$ cat src/rtl/core/tcwm_pkg.sv
`default_nettype none
// ----------------------------------------------------------------------------
// tcwm_pkg
// Shared types, widths and constants for the track-to-cluster window matcher.
// ----------------------------------------------------------------------------
package tcwm_pkg;

    // Track table size and the counters that walk it
    localparam int MAX_TRACKS      = 256;
    localparam int IDX_W           = $clog2(MAX_TRACKS);
    localparam int CNT_W           = $clog2(MAX_TRACKS + 1);

    // Angle format
    localparam int ANGLE_FRAC_BITS = 12;
    localparam longint PI_Q29      = 64'sd1686629713;
    localparam longint PI_FIX      =
        (PI_Q29 + (64'sd1 << (28 - ANGLE_FRAC_BITS))) >>> (29 - ANGLE_FRAC_BITS);

    // Field widths
    localparam int OP_W      = 2;
    localparam int ETA_W     = 16;
    localparam int PHI_W     = 15;
    localparam int CHG_W     = 2;
    localparam int WIN_W     = 12;
    localparam int TIDX_W    = 8;
    localparam int DOUT_W    = 20;

    // Datapath widths
    localparam int ETA_D_W   = ETA_W + 1;
    localparam int PHI_D_W   = 20;
    localparam int QD_W      = PHI_D_W + 1;
    localparam int SQ_W      = 32;
    localparam int DIST_W    = SQ_W + 1;

    localparam logic signed [PHI_D_W-1:0] PI_D     = PHI_D_W'(PI_FIX);
    localparam logic signed [PHI_D_W-1:0] TWO_PI_D = PHI_D_W'(2 * PI_FIX);
    localparam logic [DOUT_W-1:0]         DIST_MAX = {DOUT_W{1'b1}};

    // Operation codes
    localparam logic [OP_W-1:0] OP_CLEAR = 2'd0;
    localparam logic [OP_W-1:0] OP_LOAD  = 2'd1;
    localparam logic [OP_W-1:0] OP_QUERY = 2'd2;

    // Configuration register indexes
    localparam int CFG_IDX_W = 2;
    localparam logic [CFG_IDX_W-1:0] REG_ETA_WIN = 2'd0;
    localparam logic [CFG_IDX_W-1:0] REG_PHI_FWD = 2'd1;
    localparam logic [CFG_IDX_W-1:0] REG_PHI_BWD = 2'd2;

    // Charge codes after normalization
    localparam logic [CHG_W-1:0] CHG_POS = 2'b01;
    localparam logic [CHG_W-1:0] CHG_NEG = 2'b11;

    // One stored track
    typedef struct packed {
        logic signed [ETA_W-1:0] eta;
        logic signed [PHI_W-1:0] phi;
        logic        [CHG_W-1:0] chg;
    } t_track;

    // Window registers
    typedef struct packed {
        logic [WIN_W-1:0] eta_win;
        logic [WIN_W-1:0] phi_fwd;
        logic [WIN_W-1:0] phi_bwd;
    } t_cfg;

    // Scan tag that travels with each read
    typedef struct packed {
        logic             valid;
        logic             last;
        logic [IDX_W-1:0] idx;
    } t_tag;

    // Candidate leaving the match unit
    typedef struct packed {
        logic              valid;
        logic              last;
        logic              pass;
        logic [IDX_W-1:0]  idx;
        logic [DIST_W-1:0] dsq;
    } t_cand;

endpackage
`default_nettype wire

$ cat src/rtl/core/tcwm_match_unit.sv
`default_nettype none
// ----------------------------------------------------------------------------
// tcwm_match_unit
// Shared per-track datapath: deltas with phi wrap, window test, squares and
// squared delta-R. One track enters per cycle; results leave registered.
// ----------------------------------------------------------------------------
module tcwm_match_unit import tcwm_pkg::*; (
    input  wire logic                    i_clk,
    input  wire logic                    i_rst_n,
    input  wire t_tag                    i_tag,     // aligned with read address
    input  wire t_track                  i_track,   // read data, in the cycle after the tag
    input  wire logic signed [ETA_W-1:0] i_cl_eta,
    input  wire logic signed [PHI_W-1:0] i_cl_phi,
    input  wire t_cfg                    i_cfg,
    output t_cand                        o_cand
);

    t_tag r_tag_m, r_tag_a, r_tag_b;
    t_cand r_cand;

    logic signed [ETA_D_W-1:0] r_deta, n_deta;
    logic signed [PHI_D_W-1:0] r_dphi, n_dphi;
    logic        [CHG_W-1:0]   r_chg;
    logic                      r_pass_b, n_pass_b;
    logic        [SQ_W-1:0]    r_sq_eta, r_sq_phi;

    logic signed [PHI_D_W-1:0]   w_dphi_raw;
    logic        [ETA_D_W-1:0]   w_adeta;
    logic signed [QD_W-1:0]      w_qd;
    logic signed [QD_W-1:0]      w_fwd, w_bwd_neg;
    logic signed [2*ETA_D_W-1:0] w_prod_eta;
    logic signed [2*PHI_D_W-1:0] w_prod_phi;

    // Tag pipeline, valid cleared on reset
    always_ff @(posedge i_clk) begin
        if (!i_rst_n) begin
            r_tag_m <= '0;
            r_tag_a <= '0;
            r_tag_b <= '0;
            r_cand  <= '0;
        end else begin
            r_tag_m <= i_tag;
            r_tag_a <= r_tag_m;
            r_tag_b <= r_tag_a;
            r_cand.valid <= r_tag_b.valid;
            r_cand.last  <= r_tag_b.last;
            r_cand.idx   <= r_tag_b.idx;
            r_cand.pass  <= r_pass_b;
            r_cand.dsq   <= DIST_W'(r_sq_eta) + DIST_W'(r_sq_phi);
        end
    end

    // Stage A: differences, single phi wrap correction
    always_comb begin
        n_deta     = ETA_D_W'($signed(i_track.eta)) - ETA_D_W'(i_cl_eta);
        w_dphi_raw = PHI_D_W'($signed(i_track.phi)) - PHI_D_W'(i_cl_phi);
        if (w_dphi_raw > PI_D) begin
            n_dphi = w_dphi_raw - TWO_PI_D;
        end else if (w_dphi_raw < -PI_D) begin
            n_dphi = w_dphi_raw + TWO_PI_D;
        end else begin
            n_dphi = w_dphi_raw;
        end
    end

    always_ff @(posedge i_clk) begin
        r_deta <= n_deta;
        r_dphi <= n_dphi;
        r_chg  <= i_track.chg;
    end

    // Stage B: window test and squares
    always_comb begin
        w_adeta = r_deta[ETA_D_W-1] ? ETA_D_W'(-r_deta) : ETA_D_W'(r_deta);
        case (r_chg)
            CHG_POS: w_qd = QD_W'(r_dphi);
            CHG_NEG: w_qd = -QD_W'(r_dphi);
            default: w_qd = '0;
        endcase
        w_fwd     = $signed(QD_W'(i_cfg.phi_fwd));
        w_bwd_neg = -$signed(QD_W'(i_cfg.phi_bwd));
        n_pass_b  = (w_adeta < ETA_D_W'(i_cfg.eta_win)) && (w_qd < w_fwd)
                    && (w_qd > w_bwd_neg);
        w_prod_eta = r_deta * r_deta;
        w_prod_phi = r_dphi * r_dphi;
    end

    always_ff @(posedge i_clk) begin
        r_pass_b <= n_pass_b;
        r_sq_eta <= w_prod_eta[SQ_W-1:0];
        r_sq_phi <= w_prod_phi[SQ_W-1:0];
    end

    assign o_cand = r_cand;

endmodule
`default_nettype wire

$ cat config.mk
export PLATFORM = sky130hd
export DESIGN_NAME = tcwm_match_unit
export DESIGN_NICKNAME = d
export VERILOG_FILES = /design/src/rtl/core/tcwm_pkg.sv /design/src/rtl/core/tcwm_match_unit.sv
export SDC_FILE = /design/constraint.sdc
export NUM_CORES = 2
export LEC_CHECK = 0
export ABC_AREA = 1
export BUFFER_PORTS_ARGS = -buffer_cell sky130_fd_sc_hd__buf_2
export CORE_MARGIN = 3
export CORE_UTILIZATION = 60
export DETAILED_ROUTE_END_ITERATION = 6
export GPL_ROUTABILITY_DRIVEN = 0
export GPL_TIMING_DRIVEN = 0
export MAX_ROUTING_LAYER = met4
export PLACE_DENSITY = 0.81
export RECOVER_POWER = 50
export REMOVE_ABC_BUFFERS = 1
export SETUP_SLACK_MARGIN = 0.1
export SYNTH_ARGS = -nofsm -noshare
export SYNTH_HDL_FRONTEND = slang
export SYNTH_SLANG_ARGS = --single-unit
$ cat constraint.sdc
create_clock -name i_clk -period 11.1 [get_ports i_clk]
set_input_delay 1.11 -clock i_clk [delete_from_list [all_inputs] [get_ports i_clk]]
set_output_delay 1.11 -clock i_clk [all_outputs]
set_load 0.1 [all_outputs]
==> impl_metrics.env <==
export IMPL_run_status="finished with violations"
export IMPL_failed_checks="capacitance limit, slew limit"
export IMPL_numPlacedInstances=4540
export IMPL_final_hpwl_from_detailed_placement_um=56800
export IMPL_detail_route_wirelength_um=69300
export IMPL_finalClockSkew_ps=16.2
export IMPL_critical_path_arrival_ps=7820
export IMPL_hold_path_class="reg2reg"
export IMPL_iteration_0_drc_count_of_the_detailed_router=1725
export IMPL_synth_area_sq_um=30300
export IMPL_drt_antenna_violating_nets=0
export IMPL_cts_buffers_inserted=17
export IMPL_worst_slew_pin_slew_ps=3080
export IMPL_setup_total_negative_slack_ps=0
export IMPL_cpMostUsedCell="sky130_fd_sc_hd__fa_1"
export IMPL_slew_limit_headroom_pct=-105
export IMPL_grt_antenna_before_repair=1
export IMPL_areaGrowthSynthToFinish_pct=6.04
export IMPL_cp_buffers_inverters=5
export IMPL_critical_path_max_stage_delay_ps=1110
export IMPL_yosysWarningCount=0
export IMPL_synthesis_area_per_instance_sq_um=7.96
export IMPL_synth_seq_area_share_pct=11.4
export IMPL_post_route_min_period_ps=7450
export IMPL_io_buffers=155
export IMPL_global_route_usage_total_pct=28.2
export IMPL_rrSetupSlack_ps=3650
export IMPL_post_cts_setup_buffer_count=0
export IMPL_clkLatencyLatePin_ps=470
export IMPL_antenna_cells_inserted=0
export IMPL_grt_max_degree=73
export IMPL_ys_flop_type="sky130_fd_sc_hd__dfxtp_1"
export IMPL_core_region_area_sq_um=49500
export IMPL_final_layout_size_suffix_gt1_share_pct=5.02
export IMPL_clk_path_buf_depth=2
export IMPL_floorplan_io_pins=156
export IMPL_globalRouteOverflowTotal=0
export IMPL_first_global_vias=25200
export IMPL_crit_slowest_cell="sky130_fd_sc_hd__dfxtp_1"
export IMPL_critPathLaunchType="flop"
export IMPL_h_tree_depth=4
export IMPL_crit_family="adder cells"
export IMPL_initial_core_util_pct=61.4
export IMPL_cts_sinks=173
export IMPL_placement_setup_worst_slack_ps=3810
export IMPL_slew_viol_final=73
export IMPL_postSynth_asyncResetShare_pct=0
export IMPL_fin_nets=4841
export IMPL_viasPerCell=5.23
export IMPL_required_ps=11470
export IMPL_setup_viol=0
export IMPL_timing_fmax_mhz=134
export IMPL_fin_cells=4572
export IMPL_synth_top_area_cell="sky130_fd_sc_hd__fa_1"
export IMPL_syn_inst=3812
export IMPL_timing_hold_violations_final=0
export IMPL_die_width_um=231
export IMPL_clk_pin_slew_ps=90
export IMPL_netlist_top_cells_area="sky130_fd_sc_hd__fa_1 36%, sky130_fd_sc_hd__inv_1 13%, sky130_fd_sc_hd__ha_1 12%"
export IMPL_avgRoutedWirePerCell_um=15.2
export IMPL_yosysUniqueCellTypes=54
export IMPL_holdWs_ps=411
export IMPL_fin_ws_ps=3650
export IMPL_cts_root_buffer_cell="sky130_fd_sc_hd__clkbuf_16"
export IMPL_grt_pass1_wl_um=118000
export IMPL_fin_crit_sh_pct=67.1
export IMPL_cap_violations=1
export IMPL_worst_path_max_fanout=20
export IMPL_synth_seq_cells=173
export IMPL_ctsResizeCount=0
export IMPL_drt_pass1_iter_count=6
export IMPL_end_kind="flop"
export IMPL_synth_top_cell_area_share_pct=36.1
export IMPL_cts_tree="built"
export IMPL_die_area_sq_um=53300
export IMPL_route_vias_total=23900
export IMPL_die_h_um=231
export IMPL_grt_setup_unrepaired="no"
export IMPL_rows=81
export IMPL_post_cts_hold_buffer_count=0
export IMPL_number_of_enable_flip_flop_cells_after_synthesis=0
export IMPL_drc_errors=0
export IMPL_setup_worst_path_class="reg2reg"
## area by class of cell
cell class | count | area, sq um
Sequential cell | 173 | 3460
Multi-Input combinational cell | 2460 | 22400
Inverter | 1088 | 4080
Clock inverter | 15 | 206
Clock buffer | 17 | 425
Tap cell | 664 | 831
Timing Repair Buffer | 155 | 732
Fill cell | 4145 | 17300
## final timing paths
path	from	end	cells after the start
worst max register to register	r_dphi[0]$_DFF_P_	r_sq_phi[29]$_DFF_P_	25
worst min register to register	r_tag_a[0]$_SDFF_PN0_	r_tag_b[0]$_SDFF_PN0_	2
worst max-delay path	r_dphi[0]$_DFF_P_	r_sq_phi[29]$_DFF_P_	25
worst min-delay path	r_tag_a[0]$_SDFF_PN0_	r_tag_b[0]$_SDFF_PN0_	2
## Yosys cell counts, types with 7 or more instances
master                     count
sky130_fd_sc_hd__inv_1      1081
sky130_fd_sc_hd__nand2_1     745
sky130_fd_sc_hd__fa_1        547
sky130_fd_sc_hd__ha_1        287
sky130_fd_sc_hd__a21oi_1     189
sky130_fd_sc_hd__dfxtp_1     173
sky130_fd_sc_hd__nor2_1      152
sky130_fd_sc_hd__o21ai_0     107
sky130_fd_sc_hd__nand3_1     101
sky130_fd_sc_hd__xor2_1       90
sky130_fd_sc_hd__clkbuf_1     66
sky130_fd_sc_hd__xnor2_1      51
sky130_fd_sc_hd__nand4_1      47
sky130_fd_sc_hd__nor3_1       22
sky130_fd_sc_hd__buf_1        20
sky130_fd_sc_hd__a31oi_1      14
sky130_fd_sc_hd__nand2_2      14
sky130_fd_sc_hd__a21o_1        9
sky130_fd_sc_hd__a21boi_0      8
sky130_fd_sc_hd__o21bai_1      8
sky130_fd_sc_hd__inv_2         7
## worst reg2reg max path: cells and delay by family (launching register included)
family | cells | cell delay, ps
DFF | 1 | 1110
buffers and inverters | 5 | 730
and+or+nand+nor | 11 | 1540
adders and majority gates | 8 | 3750
xor gates and xnor gates | 1 | 200
## cell families (layout without fill, tap and decap cells)
kind of cell	Yosys count	after routing	synth area share, %
and+or+nand+nor	1117	1117	15.3
AOI/OAI and AO/OA	366	366	6.62
xor gates and xnor gates	141	141	4.07
adders and majority gates	834	834	47.9
other	1	2	0.0124
buffers and inverters	1180	1275	14.7
DFF	173	173	11.4
## layer usage
metal	wire length [um]	share of wire, %	track usage [%]
met1	28300	41	35.2
met2	33700	49	47.4
met3	4920	7.1	4.28
met4	2450	3.5	9.51
met5	0	0	-
## sequential cells by signal, summed over array words and instances (netlist names)
| register | flops |
|---|---|
| r_tag_a | 10 |
| r_tag_b | 10 |
| r_tag_m | 10 |
| r_sq_phi | 31 |
| r_chg | 2 |
| r_dphi | 17 |
| o_cand | 44 |
| r_sq_eta | 31 |
| r_pass_b | 1 |
| r_deta | 17 |
## per-stage QoR
step,util (%),instance area [sq um]
after CTS,65.2,32200
final,65.1,32200
after floorplan,-,30000
after global placement,63.9,31600
after global routing,65.1,32200
after detailed placement,63.9,31600
## cells in the final DEF (no fill, tap or decap), types with 90 or more instances in the layout
master                    instances
sky130_fd_sc_hd__inv_1         1081
sky130_fd_sc_hd__nand2_1        745
sky130_fd_sc_hd__fa_1           547
sky130_fd_sc_hd__ha_1           287
sky130_fd_sc_hd__a21oi_1        189
sky130_fd_sc_hd__dfxtp_1        173
sky130_fd_sc_hd__nor2_1         152
sky130_fd_sc_hd__buf_2          120
sky130_fd_sc_hd__o21ai_0        107
sky130_fd_sc_hd__nand3_1        101
sky130_fd_sc_hd__xor2_1          90
Power is left out: the tool's default activity adds up to more than one toggle a clock period on the data nets, which glitch-free logic cannot reach.
